===== src/hw/rtl/i2ctpm_pkg.sv =====
package i2ctpm_pkg;

   localparam int PACKET_BYTES_DEFAULT = 64;

   localparam int QUEUE_DEPTH = 4;
   localparam int QPTR_W      = $clog2(QUEUE_DEPTH);
   localparam int QCNT_W      = $clog2(QUEUE_DEPTH + 1);

   localparam logic [2:0] FUNC_ADDR_MATCH = 3'd0;
   localparam logic [2:0] FUNC_WRITE_BYTE = 3'd1;
   localparam logic [2:0] FUNC_READ_REQ   = 3'd2;
   localparam logic [2:0] FUNC_STOP       = 3'd3;
   localparam logic [2:0] FUNC_HOST_LOAD  = 3'd4;
   localparam logic [2:0] FUNC_HOST_COMMIT = 3'd5;

   localparam logic [1:0] KIND_STATUS = 2'd0;
   localparam logic [1:0] KIND_READ   = 2'd1;
   localparam logic [1:0] KIND_RX     = 2'd2;

   localparam logic [2:0] OP_STATUS   = 3'd0;
   localparam logic [2:0] OP_RX_WRITE = 3'd1;
   localparam logic [2:0] OP_TX_WRITE = 3'd2;
   localparam logic [2:0] OP_TX_READ  = 3'd3;
   localparam logic [2:0] OP_DUMP     = 3'd4;

   typedef struct packed {
      logic accepted;
      logic tx_done;
      logic tx_pending;
      logic rx_overrun;
      logic rx_short;
      logic tx_overrun;
      logic tx_short;
   } status_type;

   typedef struct packed {
      logic [2:0] op;
      logic [7:0] data;
      logic       zero;
      status_type status;
   } cmd_type;

   function automatic int idx_width(input int n);
      return (n > 1) ? $clog2(n) : 1;
   endfunction

   function automatic int pos_width(input int n);
      return $clog2(n + 1);
   endfunction

endpackage


===== src/hw/rtl/i2c_target_packet_mailbox_top.sv =====
// Channel   Ports                                        Handshake
// request   req_func, req_read_dir, req_data_byte        taken when start && !busy
// response  rsp_kind, rsp_out_byte, rsp_last, rsp_*      one cycle, marked by rsp_strobe
//
// One event is taken per cycle while the four-entry command queue has room.
// Each event gives one word, registered by the back end when it pops the event.
// A stop with a full receive packet gives PACKET_BYTES words on consecutive
// cycles, and the back end pops no command meanwhile, so busy rises when the
// queue fills. Reset is synchronous and clears all control state; the
// packet stores are not cleared. The receiver cannot stall the result words.
module i2c_target_packet_mailbox_top
   import i2ctpm_pkg::*;
#(
   parameter int PACKET_BYTES = PACKET_BYTES_DEFAULT
) (
   input  logic       clock,
   input  logic       reset,
   input  logic       start,
   output logic       busy,
   input  logic [2:0] req_func,
   input  logic       req_read_dir,
   input  logic [7:0] req_data_byte,
   output logic       rsp_strobe,
   output logic [1:0] rsp_kind,
   output logic [7:0] rsp_out_byte,
   output logic       rsp_last,
   output logic       rsp_accepted,
   output logic       rsp_tx_done,
   output logic       rsp_tx_pending,
   output logic       rsp_rx_overrun,
   output logic       rsp_rx_short,
   output logic       rsp_tx_overrun,
   output logic       rsp_tx_short
);

   localparam int IDX_W  = idx_width(PACKET_BYTES);
   localparam int CMD_W  = $bits(cmd_type);
   localparam int DATA_W = IDX_W + CMD_W;

   logic              push, pop, full, empty;
   cmd_type           f_cmd, b_cmd;
   logic [IDX_W-1:0]  f_addr, b_addr;
   logic [DATA_W-1:0] q_wr, q_rd;
   status_type        status;

   assign busy = full;

   i2ctpm_front #(
      .PACKET_BYTES(PACKET_BYTES)
   ) u_front (
      .clock     (clock),
      .reset     (reset),
      .start     (start),
      .full      (full),
      .func      (req_func),
      .read_dir  (req_read_dir),
      .data_byte (req_data_byte),
      .push      (push),
      .cmd       (f_cmd),
      .addr      (f_addr)
   );

   assign q_wr = {f_addr, f_cmd};

   i2ctpm_cmd_queue #(
      .DATA_W(DATA_W)
   ) u_queue (
      .clock   (clock),
      .reset   (reset),
      .push    (push),
      .wr_data (q_wr),
      .pop     (pop),
      .rd_data (q_rd),
      .full    (full),
      .empty   (empty)
   );

   assign b_addr = q_rd[DATA_W-1 -: IDX_W];
   assign b_cmd  = cmd_type'(q_rd[CMD_W-1:0]);

   i2ctpm_back #(
      .PACKET_BYTES(PACKET_BYTES)
   ) u_back (
      .clock        (clock),
      .reset        (reset),
      .empty        (empty),
      .cmd          (b_cmd),
      .addr         (b_addr),
      .pop          (pop),
      .rsp_strobe   (rsp_strobe),
      .rsp_kind     (rsp_kind),
      .rsp_out_byte (rsp_out_byte),
      .rsp_last     (rsp_last),
      .rsp_status   (status)
   );

   assign rsp_accepted   = status.accepted;
   assign rsp_tx_done    = status.tx_done;
   assign rsp_tx_pending = status.tx_pending;
   assign rsp_rx_overrun = status.rx_overrun;
   assign rsp_rx_short   = status.rx_short;
   assign rsp_tx_overrun = status.tx_overrun;
   assign rsp_tx_short   = status.tx_short;

endmodule


===== src/hw/rtl/i2ctpm_front.sv =====
module i2ctpm_front
   import i2ctpm_pkg::*;
#(
   parameter int PACKET_BYTES = PACKET_BYTES_DEFAULT,
   localparam int IDX_W = idx_width(PACKET_BYTES),
   localparam int POS_W = pos_width(PACKET_BYTES)
) (
   input  logic             clock,
   input  logic             reset,
   input  logic             start,
   input  logic             full,
   input  logic [2:0]       func,
   input  logic             read_dir,
   input  logic [7:0]       data_byte,
   output logic             push,
   output cmd_type          cmd,
   output logic [IDX_W-1:0] addr
);

   localparam logic [POS_W-1:0] FULL_POS = POS_W'(PACKET_BYTES);

   logic [POS_W-1:0] send_len_ff, send_len_in;
   logic [POS_W-1:0] load_pos_ff, load_pos_in;
   logic [POS_W-1:0] send_pos_ff, send_pos_in;
   logic [POS_W-1:0] recv_pos_ff, recv_pos_in;
   logic             pending_ff, pending_in;
   logic             sending_ff, sending_in;
   logic [3:0]       flags_ff, flags_in;
   logic             accepted;
   logic             done;

   assign push = start & ~full;

   always_comb begin
      send_len_in = send_len_ff;
      load_pos_in = load_pos_ff;
      send_pos_in = send_pos_ff;
      recv_pos_in = recv_pos_ff;
      pending_in  = pending_ff;
      sending_in  = sending_ff;
      flags_in    = flags_ff;
      accepted    = 1'b0;
      done        = 1'b0;
      cmd.op      = OP_STATUS;
      cmd.data    = data_byte;
      cmd.zero    = 1'b1;
      addr        = '0;
      case (func)
         FUNC_ADDR_MATCH: begin
            send_pos_in = '0;
            recv_pos_in = '0;
            sending_in  = read_dir & pending_ff;
         end
         FUNC_WRITE_BYTE: begin
            if (recv_pos_ff < FULL_POS) begin
               cmd.op      = OP_RX_WRITE;
               addr        = recv_pos_ff[IDX_W-1:0];
               recv_pos_in = recv_pos_ff + 1'b1;
            end else begin
               flags_in[0] = 1'b1;
            end
         end
         FUNC_READ_REQ: begin
            cmd.op = OP_TX_READ;
            if (sending_ff && (send_pos_ff < FULL_POS)) begin
               cmd.zero    = ~(send_pos_ff < send_len_ff);
               addr        = send_pos_ff[IDX_W-1:0];
               send_pos_in = send_pos_ff + 1'b1;
            end else begin
               flags_in[2] = 1'b1;
            end
         end
         FUNC_STOP: begin
            if ((recv_pos_ff != FULL_POS) && (recv_pos_ff != '0)) begin
               flags_in[1] = 1'b1;
            end
            sending_in = 1'b0;
            if (send_pos_ff == FULL_POS) begin
               pending_in = 1'b0;
               done       = 1'b1;
            end else if (send_pos_ff != '0) begin
               flags_in[3] = 1'b1;
            end
            if (recv_pos_ff == FULL_POS) begin
               cmd.op = OP_DUMP;
            end
         end
         FUNC_HOST_LOAD: begin
            if (!pending_ff && (load_pos_ff < FULL_POS)) begin
               cmd.op      = OP_TX_WRITE;
               addr        = load_pos_ff[IDX_W-1:0];
               load_pos_in = load_pos_ff + 1'b1;
               accepted    = 1'b1;
            end
         end
         FUNC_HOST_COMMIT: begin
            if (!pending_ff) begin
               send_len_in = load_pos_ff;
               load_pos_in = '0;
               pending_in  = 1'b1;
               accepted    = 1'b1;
            end
         end
         default: begin
         end
      endcase
      cmd.status.accepted   = accepted;
      cmd.status.tx_done    = done;
      cmd.status.tx_pending = pending_in;
      cmd.status.rx_overrun = flags_in[0];
      cmd.status.rx_short   = flags_in[1];
      cmd.status.tx_overrun = flags_in[2];
      cmd.status.tx_short   = flags_in[3];
   end

   always_ff @(posedge clock) begin
      if (reset) begin
         send_len_ff <= '0;
         load_pos_ff <= '0;
         send_pos_ff <= '0;
         recv_pos_ff <= '0;
         pending_ff  <= 1'b0;
         sending_ff  <= 1'b0;
         flags_ff    <= '0;
      end else if (push) begin
         send_len_ff <= send_len_in;
         load_pos_ff <= load_pos_in;
         send_pos_ff <= send_pos_in;
         recv_pos_ff <= recv_pos_in;
         pending_ff  <= pending_in;
         sending_ff  <= sending_in;
         flags_ff    <= flags_in;
      end
   end

`ifndef SYNTH
   a_sending_needs_pending: assert property (@(posedge clock) disable iff (reset)
      sending_ff |-> pending_ff)
      else $error("Transfer marked as sending without a pending packet.");

   a_positions_bounded: assert property (@(posedge clock) disable iff (reset)
      (load_pos_ff <= FULL_POS) && (send_pos_ff <= FULL_POS) && (recv_pos_ff <= FULL_POS))
      else $error("A buffer position ran past the packet size.");
`endif

endmodule


===== src/hw/rtl/i2ctpm_cmd_queue.sv =====
module i2ctpm_cmd_queue
   import i2ctpm_pkg::*;
#(
   parameter int DATA_W = 8
) (
   input  logic              clock,
   input  logic              reset,
   input  logic              push,
   input  logic [DATA_W-1:0] wr_data,
   input  logic              pop,
   output logic [DATA_W-1:0] rd_data,
   output logic              full,
   output logic              empty
);

   localparam logic [QPTR_W-1:0] LAST_PTR = QPTR_W'(QUEUE_DEPTH - 1);

   logic [DATA_W-1:0] q_ff [QUEUE_DEPTH];
   logic [QPTR_W-1:0] wr_ptr_ff, wr_ptr_in;
   logic [QPTR_W-1:0] rd_ptr_ff, rd_ptr_in;
   logic [QCNT_W-1:0] count_ff, count_in;

   assign full    = (count_ff == QCNT_W'(QUEUE_DEPTH));
   assign empty   = (count_ff == '0);
   assign rd_data = q_ff[rd_ptr_ff];

   always_comb begin
      wr_ptr_in = wr_ptr_ff;
      rd_ptr_in = rd_ptr_ff;
      count_in  = count_ff;
      if (push) begin
         wr_ptr_in = (wr_ptr_ff == LAST_PTR) ? '0 : wr_ptr_ff + 1'b1;
      end
      if (pop) begin
         rd_ptr_in = (rd_ptr_ff == LAST_PTR) ? '0 : rd_ptr_ff + 1'b1;
      end
      if (push && !pop) begin
         count_in = count_ff + 1'b1;
      end else if (pop && !push) begin
         count_in = count_ff - 1'b1;
      end
   end

   always_ff @(posedge clock) begin
      if (reset) begin
         wr_ptr_ff <= '0;
         rd_ptr_ff <= '0;
         count_ff  <= '0;
      end else begin
         wr_ptr_ff <= wr_ptr_in;
         rd_ptr_ff <= rd_ptr_in;
         count_ff  <= count_in;
      end
   end

   always_ff @(posedge clock) begin
      if (push) begin
         q_ff[wr_ptr_ff] <= wr_data;
      end
   end

endmodule


===== src/hw/rtl/i2ctpm_back.sv =====
module i2ctpm_back
   import i2ctpm_pkg::*;
#(
   parameter int PACKET_BYTES = PACKET_BYTES_DEFAULT,
   localparam int IDX_W = idx_width(PACKET_BYTES)
) (
   input  logic             clock,
   input  logic             reset,
   input  logic             empty,
   input  cmd_type          cmd,
   input  logic [IDX_W-1:0] addr,
   output logic             pop,
   output logic             rsp_strobe,
   output logic [1:0]       rsp_kind,
   output logic [7:0]       rsp_out_byte,
   output logic             rsp_last,
   output status_type       rsp_status
);

   localparam logic [IDX_W-1:0] LAST_IDX = IDX_W'(PACKET_BYTES - 1);

   logic [7:0]       tx_mem [PACKET_BYTES];
   logic [7:0]       rx_mem [PACKET_BYTES];
   logic [7:0]       tx_rd_ff;
   logic [7:0]       rx_rd_ff;
   logic             tx_we, rx_we, tx_re, rx_re;
   logic [IDX_W-1:0] rx_raddr;

   logic             strobe_ff, strobe_in;
   logic [1:0]       kind_ff, kind_in;
   logic             last_ff, last_in;
   logic             zero_ff, zero_in;
   logic             from_rx_ff, from_rx_in;
   status_type       status_ff, status_in;
   logic             dumping_ff, dumping_in;
   logic [IDX_W-1:0] dump_idx_ff, dump_idx_in;
   status_type       dump_status_ff, dump_status_in;

   always_comb begin
      pop            = ~empty & ~dumping_ff;
      tx_we          = 1'b0;
      rx_we          = 1'b0;
      tx_re          = 1'b0;
      rx_re          = 1'b0;
      rx_raddr       = dump_idx_ff;
      strobe_in      = 1'b0;
      kind_in        = KIND_STATUS;
      last_in        = 1'b1;
      zero_in        = 1'b1;
      from_rx_in     = 1'b0;
      status_in      = cmd.status;
      dumping_in     = dumping_ff;
      dump_idx_in    = dump_idx_ff;
      dump_status_in = dump_status_ff;
      if (dumping_ff) begin
         strobe_in   = 1'b1;
         kind_in     = KIND_RX;
         zero_in     = 1'b0;
         from_rx_in  = 1'b1;
         rx_re       = 1'b1;
         status_in   = dump_status_ff;
         last_in     = (dump_idx_ff == LAST_IDX);
         dump_idx_in = dump_idx_ff + 1'b1;
         if (dump_idx_ff == LAST_IDX) begin
            dumping_in = 1'b0;
         end
      end else if (pop) begin
         strobe_in = 1'b1;
         case (cmd.op)
            OP_RX_WRITE: begin
               rx_we = 1'b1;
            end
            OP_TX_WRITE: begin
               tx_we = 1'b1;
            end
            OP_TX_READ: begin
               kind_in = KIND_READ;
               zero_in = cmd.zero;
               tx_re   = 1'b1;
            end
            OP_DUMP: begin
               kind_in        = KIND_RX;
               zero_in        = 1'b0;
               from_rx_in     = 1'b1;
               rx_re          = 1'b1;
               rx_raddr       = '0;
               last_in        = (PACKET_BYTES == 1);
               dumping_in     = (PACKET_BYTES > 1);
               dump_idx_in    = IDX_W'(1);
               dump_status_in = cmd.status;
            end
            default: begin
            end
         endcase
      end
   end

   always_ff @(posedge clock) begin
      if (reset) begin
         strobe_ff  <= 1'b0;
         dumping_ff <= 1'b0;
      end else begin
         strobe_ff  <= strobe_in;
         dumping_ff <= dumping_in;
      end
   end

   always_ff @(posedge clock) begin
      kind_ff        <= kind_in;
      last_ff        <= last_in;
      zero_ff        <= zero_in;
      from_rx_ff     <= from_rx_in;
      status_ff      <= status_in;
      dump_idx_ff    <= dump_idx_in;
      dump_status_ff <= dump_status_in;
   end

   always_ff @(posedge clock) begin
      if (tx_we) begin
         tx_mem[addr] <= cmd.data;
      end
      if (tx_re) begin
         tx_rd_ff <= tx_mem[addr];
      end
   end

   always_ff @(posedge clock) begin
      if (rx_we) begin
         rx_mem[addr] <= cmd.data;
      end
      if (rx_re) begin
         rx_rd_ff <= rx_mem[rx_raddr];
      end
   end

   assign rsp_strobe   = strobe_ff;
   assign rsp_kind     = kind_ff;
   assign rsp_last     = last_ff;
   assign rsp_status   = status_ff;
   assign rsp_out_byte = zero_ff ? 8'h00 : (from_rx_ff ? rx_rd_ff : tx_rd_ff);

`ifndef SYNTH
   a_dump_continues: assert property (@(posedge clock) disable iff (reset)
      (strobe_ff && (kind_ff == KIND_RX) && !last_ff)
      |=> (strobe_ff && (kind_ff == KIND_RX)))
      else $error("Packet run broke off before its last word.");

   a_single_is_last: assert property (@(posedge clock) disable iff (reset)
      (strobe_ff && (kind_ff != KIND_RX)) |-> last_ff)
      else $error("Single result not marked as last.");

   a_dump_status_stable: assert property (@(posedge clock) disable iff (reset)
      (strobe_ff && (kind_ff == KIND_RX) && !last_ff) |=> $stable(status_ff))
      else $error("Status changed in the middle of a packet run.");
`endif

endmodule


===== config.mk =====
export PLATFORM = sky130hd
export DESIGN_NAME = i2c_target_packet_mailbox_top
export DESIGN_NICKNAME = d
export VERILOG_FILES = /design/src/hw/rtl/i2ctpm_pkg.sv /design/src/hw/rtl/i2c_target_packet_mailbox_top.sv /design/src/hw/rtl/i2ctpm_front.sv /design/src/hw/rtl/i2ctpm_cmd_queue.sv /design/src/hw/rtl/i2ctpm_back.sv
export SDC_FILE = /design/constraint.sdc
export NUM_CORES = 1
export LEC_CHECK = 0
export ABC_AREA = 1
export BUFFER_PORTS_ARGS = -buffer_cell sky130_fd_sc_hd__buf_2
export CORE_UTILIZATION = 23
export DETAILED_ROUTE_END_ITERATION = 8
export GPL_TIMING_DRIVEN = 1
export PLACE_DENSITY = 0.46
export SLEW_MARGIN = 15
export SYNTH_ARGS = -nofsm -noshare
export SYNTH_HDL_FRONTEND = slang
export SYNTH_SLANG_ARGS = --single-unit

===== constraint.sdc =====
create_clock -name clock -period 6.57 [get_ports clock]
set_input_delay 0.657 -clock clock [delete_from_list [all_inputs] [get_ports clock]]
set_output_delay 0.657 -clock clock [all_outputs]
set_load 0.02 [all_outputs]

==> results of run 1 <==
[per-layer routing]
| layer | share of wire | global-route usage | vias up |
|---|---|---|---|
| met1 | 0.47 | 0.186 | 16700 |
| met4 | 0.024 | 0.0394 | 2 |
| li1 | - | - | 15600 |
| met2 | 0.46 | 0.205 | 836 |
| met5 | 0.000087 | 0 | - |
| met3 | 0.050 | 0.0192 | 190 |
[flip-flops by register name, summed over array words and instances (netlist names), 2 cells and up, named ones only]
name                   flops
u_back.rx_mem            512
u_back.tx_mem            512
u_queue.q_ff             100
u_back.rx_rd_ff            8
u_back.tx_rd_ff            8
u_back.dump_status_ff      7
u_back.rsp_status          7
u_front.load_pos_ff        7
u_front.recv_pos_ff        7
u_front.send_len_ff        7
u_front.send_pos_ff        7
u_back.dump_idx_ff         6
u_front.flags_ff           4
u_queue.count_ff           3
u_back.rsp_kind            2
u_queue.rd_ptr_ff          2
u_queue.wr_ptr_ff          2
[worst max-delay path: stages (launching register included)]
cell,delay (ns)
dfxtp_1,0.31
buf_4,0.22
inv_2,0.46
nand3_1,0.18
nand2_1,0.23
nand4_4,0.50
nand2_4,0.94
buf_4,0.51
nor2_1,0.07
o21ai_0,0.10
nand3_1,0.10
nand3_1,0.16
nand3_1,0.21
nand3_1,0.12
nand2_1,0.06
[cell usage after synthesis (all sizes together), types with 2 or more instances]
master	instances	share of area
inv	348	0.026
o22ai	27	0.0033
nor4	2	0.00025
nand2	823	0.061
or2	81	0.010
dfxtp	57	0.022
a21oi	344	0.034
edfxtp	1153	0.68
nor2	229	0.017
o2111ai	34	0.0059
a31oi	2	0.00025
nand3b	80	0.012
o221ai	6	0.0010
nor3b	5	0.00074
o21ai	222	0.022
a21o	10	0.0015
ha	18	0.0044
nor3	151	0.015
clkbuf	102	0.0075
a32oi	3	0.00052
nand4	6	0.00086
a211oi	6	0.00089
nand3	506	0.050
buf	181	0.020
[per-stage QoR]
step                      setup slack, ns  utilization  instance area, µm²
after detailed placement             2.05        0.250               54900
final                                2.06        0.270               59200
after floorplan                      1.12            -               50800
after global placement               2.05        0.250               54900
after global routing                 1.77        0.269               59200
after CTS                            2.00        0.269               59100
[placed cells by master, fill, tap and decap left out, types with 9 or more instances in the layout]
cell type,count
o21ai_0,200
or2_0,9
nand3_1,499
dfxtp_1,57
o2111ai_1,34
nand3b_1,80
clkinv_1,22
nor3_2,17
nor3_1,134
nor2_1,221
buf_4,174
a21o_1,10
nand2_1,815
buf_12,11
buf_2,34
inv_1,343
a21oi_1,344
clkbuf_16,142
ha_1,18
clkbuf_1,34
edfxtp_1,1153
clkinv_2,17
o22ai_1,19
o21ai_1,22
or2_2,66
[kinds of logic after synthesis]
logic type      share of synthesized area
fa+ha+maj                         0.00483
xor+xnor                         0.000173
flops                               0.705
compound gates                     0.0698
buf+inv                            0.0532
simple gates                        0.167
[layout make-up]
type	count	share of cell area
clock buffers	182	0.0634
repair buffers	219	0.0287
clock inverters	53	0.00778
diodes	3	0.000127
well taps	2871	0.0607
multi-input cells	2562	0.212
flip-flops and latches	1210	0.605
inverters	349	0.0223
[where the power goes]
part | leakage, nW | internal (mW) | switching [mW] | total (mW)
Clock | 2.05 | 4.30 | 3.03 | 7.32
Combinational | 7.75 | 2.12 | 7.94 | 10.1
Sequential | 10.9 | 10.1 | 0.124 | 10.2
[final timing paths]
| kind | from | endpoint |
|---|---|---|
| worst max register to register | register | u_back.rx_rd_ff[6] |
| worst min register to register | u_front.load_pos_ff[4] | u_front.load_pos_ff[5] |
| worst min-delay path | req_data_byte[5] | u_queue.q_ff[3][13] |
| worst max-delay path | register | u_back.rx_rd_ff[6] |
==> impl_metrics.tcl, run 1 <==
set metrics [dict create \
    synth_cell_types 45 \
    first_pass_iters 7 \
    async_flop_share 0 \
    multi_input_area_um2 12600 \
    cts-hold-fix-buffers 0 \
    dr_total_vias 33400 \
    maxSlewHeadroom 0.188 \
    syn_area_um2 50800 \
    antenna_found_initial 2 \
    cts_tree "yes" \
    grt-ovfl-total 0 \
    post_cts_buffers 0 \
    finalCritPeriodShare 0.686 \
    clock_latency_ns 0.77 \
    reg2reg_depth 14 \
    synth_ff_type "edfxtp_1" \
    hold_viol_final 0 \
    synth_seq_cells 1210 \
    rsz0062_at_grt "false" \
    cp-start-kind "register" \
    grt_pass1_vias 32100 \
    worst-r2r-setup-slack_ns 2.06 \
    whs_path_depth 1 \
    die_w_um 472 \
    path_max_fanout 75 \
    syn_avg_cell_area_um2 11.5 \
    die_area_um2 223000 \
    track_usage 0.131 \
    cts-root-buf "clkbuf_16" \
    drtIter0Drc 2834 \
    cts.sink_count 1210 \
    dp_hpwl_mm 84.5 \
    finalNonFillerCells 7449 \
    vdd.ir_drop.worst_mv 0.410 \
    setup_viol 0 \
    post-route-min-period_ns 4.51 \
    hold_path_class "in2reg" \
    io_buffers 34 \
    place.gp.congestion 0.812 \
    worst_pin_slew_ns 1.21 \
    clock_path_buffers 3 \
    required_ns 7.09 \
    finalPower_mw 27.6 \
    seq_area_um2 35800 \
    num_io_pins 35 \
    syn-num-nets 4438 \
    ys_seq_area_frac 0.705 \
    core_area_um2 220000 \
    grt_max_degree 174 \
    drive_above_1_share 0.113 \
    detail_route.wl_per_cell_um 20.0 \
    p_leak_nw 20.7 \
    finalMaxSlewViolations 0 \
    powerDensity_nw_per_um2 467 \
    ctsResizeCount 0 \
    fill_cells 22800 \
    finClkSkew_ns 0.0266 \
    placement_rows 172 \
    setup_tns_ns 0 \
    syn_inst 4404 \
    drc 0 \
    syn2layout_area_growth_pct 16.6 \
    grt_pass1_wl_mm 220 \
    start_util 0.231 \
    max_freq_mhz 222 \
    endpoint_kind "register" \
    synth-edff-count 1153 \
    yosysWarnings 0 \
    via_per_inst 4.48 \
    postRouteAntennaNets 0 \
    wl_mm 149 \
    clk_pin_slew_worst_paths_ns 0.06 \
    timing.hold.ws_ns 0.100 \
    cts_inserted_buffers 134 \
    maxCapViolCount 0 \
    placedCellCount 7211 \
    crit_type "reg2reg" \
    fin_nets 4510 \
    status "complete, no violations" \
    h-tree-depth 4 \
    worstPathArrival_ns 5.03 \
    dieHeight_um 472 \
]
(Power assumes the default switching activity.)
==> run 2, diff against run 1 <==
ABC_AREA = 0   (was 1)
clock period = 4.3 ns   (was 6.57 ns; I/O delays follow)
==> run 2 against run 1 <==
Net effect:
- register-to-register slack got worse by 1.9 ns
- critical path type unchanged
- cell count shrank 21%
- utilization grew 0.68 points
- total power is 35% higher
- critical endpoint is now u_back.rx_rd_ff[1]
- critical path depth down 4
- clock-buffer cell count down 33
- clock skew grew 0.017 ns
- non-clock buffer count up 86
- area after synthesis shrank 6.4%
- fmax up 8.5%
- combinational power rose by 9%
- routed wire length decreased by 2.5%
==> impl_metrics.tcl, run 2 <==
set metrics [dict create \
    status "complete, no violations" \
    synth-xor-area-share 0.00314 \
    worst_pin_slew_ns 1.21 \
    muxShareOfSynthArea 0.0798 \
    ys_seq_area_frac 0.753 \
    dr_total_vias 27300 \
    cts-hold-fix-buffers 8 \
    dp_hpwl_mm 93.5 \
    drtIter0Drc 2904 \
    worst_slack_ns 0.146 \
    rsz0062_at_grt "false" \
    grt-ovfl-total 0 \
    swShare 0.344 \
    postRouteAntennaNets 0 \
    post-route-min-period_ns 4.15 \
    synth_compound_area_frac 0.0858 \
    layout_commonest_cell "edfxtp_1" \
    yosys.area_share.simple 0.0552 \
    syn_avg_cell_area_um2 16.6 \
    grt_pass1_wl_mm 207 \
    fin_nets 3146 \
    io_buffers 34 \
    ctsResizeCount 0 \
    worstPathArrival_ns 4.57 \
    maxCapViolCount 0 \
    clk_pin_slew_worst_paths_ns 0.06 \
    drive_above_1_share 0.205 \
    hold_viol_final 0 \
    vdd.ir_drop.worst_mv 0.373 \
    first_pass_iters 6 \
    grt_max_degree 85 \
    cts-root-buf "clkbuf_16" \
    clkPwrFrac 0.292 \
    synthMostInstantiatedCell "edfxtp_1" \
    comb_power_share 0.296 \
    grt_pass1_vias 27700 \
    crit_type "reg2reg" \
    die_area_um2 208000 \
    die_w_um 456 \
    placement_rows 166 \
    place_ws_ns 0.288 \
    detail_route.wl_per_cell_um 24.6 \
    cts.sink_count 1210 \
    drc 0 \
    synth_cell_types 72 \
    ys_top_cells_by_count "edfxtp_1 (1153), nor2_1 (260), nand2_1 (168)" \
    h-tree-depth 3 \
    dieHeight_um 456 \
    synth_seq_cells 1210 \
    synth_ff_type "edfxtp_1" \
    required_ns 4.72 \
    endpoint_kind "register" \
    syn2layout_area_growth_pct 19.3 \
    setup_tns_ns 0 \
    reg2reg_depth 10 \
    p_sw_mw 12.8 \
    cts_inserted_buffers 121 \
    syn_area_um2 47500 \
    synth_top_area_frac 0.729 \
    start_util 0.232 \
    yosysWarnings 0 \
    core_area_um2 205000 \
    power_frac_seq 0.412 \
    place.gp.congestion 0.858 \
    cp-start-kind "register" \
    num_io_pins 35 \
    cts_tree "yes" \
    path_max_fanout 12 \
    setup_viol 0 \
    track_usage 0.137 \
    synthAdderAreaFrac 0.00516 \
    synth_area_leaders "edfxtp_1 (73%), mux4_2 (5.2%), dfxtp_1 (2.4%), nor2_1 (2.1%), mux2i_1 (1.8%)" \
    fill_cells 20500 \
    antenna_found_initial 3 \
    max_freq_mhz 241 \
    finalCritPeriodShare 0.966 \
    p_int_mw 24.4 \
    top_regs "u_back.rx_mem x512, u_back.tx_mem x512, u_queue.q_ff x100" \
    p_leak_nw 18.1 \
    yosysTopAreaCell "edfxtp_1" \
    clock_latency_ns 0.77 \
    via_per_inst 4.63 \
    async_flop_share 0 \
    powerDensity_nw_per_um2 657 \
    clock_path_buffers 3 \
    mostFrequentLayoutCells "edfxtp_1 (1153), nor2_1 (258), buf_4 (253), nand2_1 (168), clkbuf_16 (122)" \
    wl_mm 146 \
    finalMaxSlewViolations 0 \
    syn-num-nets 2888 \
    synth_top_family_by_area "compound AO/OA/AOI/OAI gates" \
    post_cts_buffers 0 \
    finClkSkew_ns 0.0436 \
    maxSlewHeadroom 0.190 \
    hold_path_class "in2reg" \
    synth-edff-count 1153 \
    syn_inst 2854 \
    whs_path_depth 5 \
]
==> run 2: cell count changes after synthesis, sizes merged, moves of 113 or more <==
cell and change:
nor3 -127, inv -312, a21oi -239, o21ai -158, buf -113, nand2 -655, nand3 -477
==> run 2: logic make-up after synthesis <==
logic type | after synthesis
DFF | 1210
AOI/OAI and AO/OA | 569
xor gates and xnor gates | 17
and+or+nand+nor | 593
adders and majority gates | 19
buffers and inverters | 209
muxes | 237
==> run 2: final timing paths <==
check / slack (ns) / from / endpoint
setup / recovery: 0.15 / register / u_back.rx_rd_ff[1]
hold / removal: 0.07 / req_read_dir / u_front.sending_ff
setup reg to reg: 0.15 / register / u_back.rx_rd_ff[1]
hold reg to reg: 0.44 / u_back.dump_status_ff[0] / u_back.rsp_status[0]
==> run 2: area by class of cell <==
type / count / area [µm²] / area share
inverter: 39 / 146 / 0.00258
timing repair buffer: 305 / 2350 / 0.0415
clock inverter: 80 / 866 / 0.0153
antenna: 2 / 5.00 / 0.0000884
tap: 2688 / 3360 / 0.0594
multi-input combinational: 1435 / 10900 / 0.193
sequential: 1210 / 35800 / 0.631
clock buffer: 149 / 3200 / 0.0566
==> run 2: worst max-delay path, cell delays in order, from the launching register on <==
cell	delay [ns]
dfxtp_2	0.51
mux4_2	0.65
nor3b_4	0.35
buf_4	0.27
buf_4	0.21
a21oi_1	0.26
o211ai_1	0.29
inv_1	0.09
a2111oi_0	0.78
buf_4	0.23
nand4_1	0.16
==> run 2: per-layer routing <==
layer	share of wire	wire, µm	vias to the layer above	GRT usage
met4	0.029	4260	2	0.0417
met3	0.058	8480	210	0.0253
met2	0.47	68600	910	0.220
met5	0.000082	12	-	0
li1	-	-	11900	-
met1	0.44	64200	14300	0.186
==> run 2: power groups by stage <==
stage / Clock (mW) / Combinational (mW) / Sequential [mW]
after floorplan: 0 / 5.81 / 15.5
final: 10.9 / 11.0 / 15.3
after CTS: 11.1 / 11.1 / 15.3
after global routing: 11.5 / 11.6 / 15.4
after detailed placement: 0 / 11.1 / 15.6
after global placement: 0 / 11.1 / 15.6
==> run 2: per-stage QoR <==
| step | hold slack, ns | area, µm² | power (mW) | instances | utilization |
|---|---|---|---|---|---|
| floorplan | 0.412 | 47500 | 21.3 | 2854 | - |
| global placement | 0.426 | 52500 | 26.6 | 5669 | 0.256 |
| detailed placement | 0.428 | 52500 | 26.7 | 5669 | 0.256 |
| CTS | 0.00311 | 56600 | 37.6 | 5906 | 0.276 |
| global route | 0.0535 | 56600 | 38.5 | 5907 | 0.276 |
| finish | 0.0671 | 56600 | 37.2 | 5908 | 0.276 |
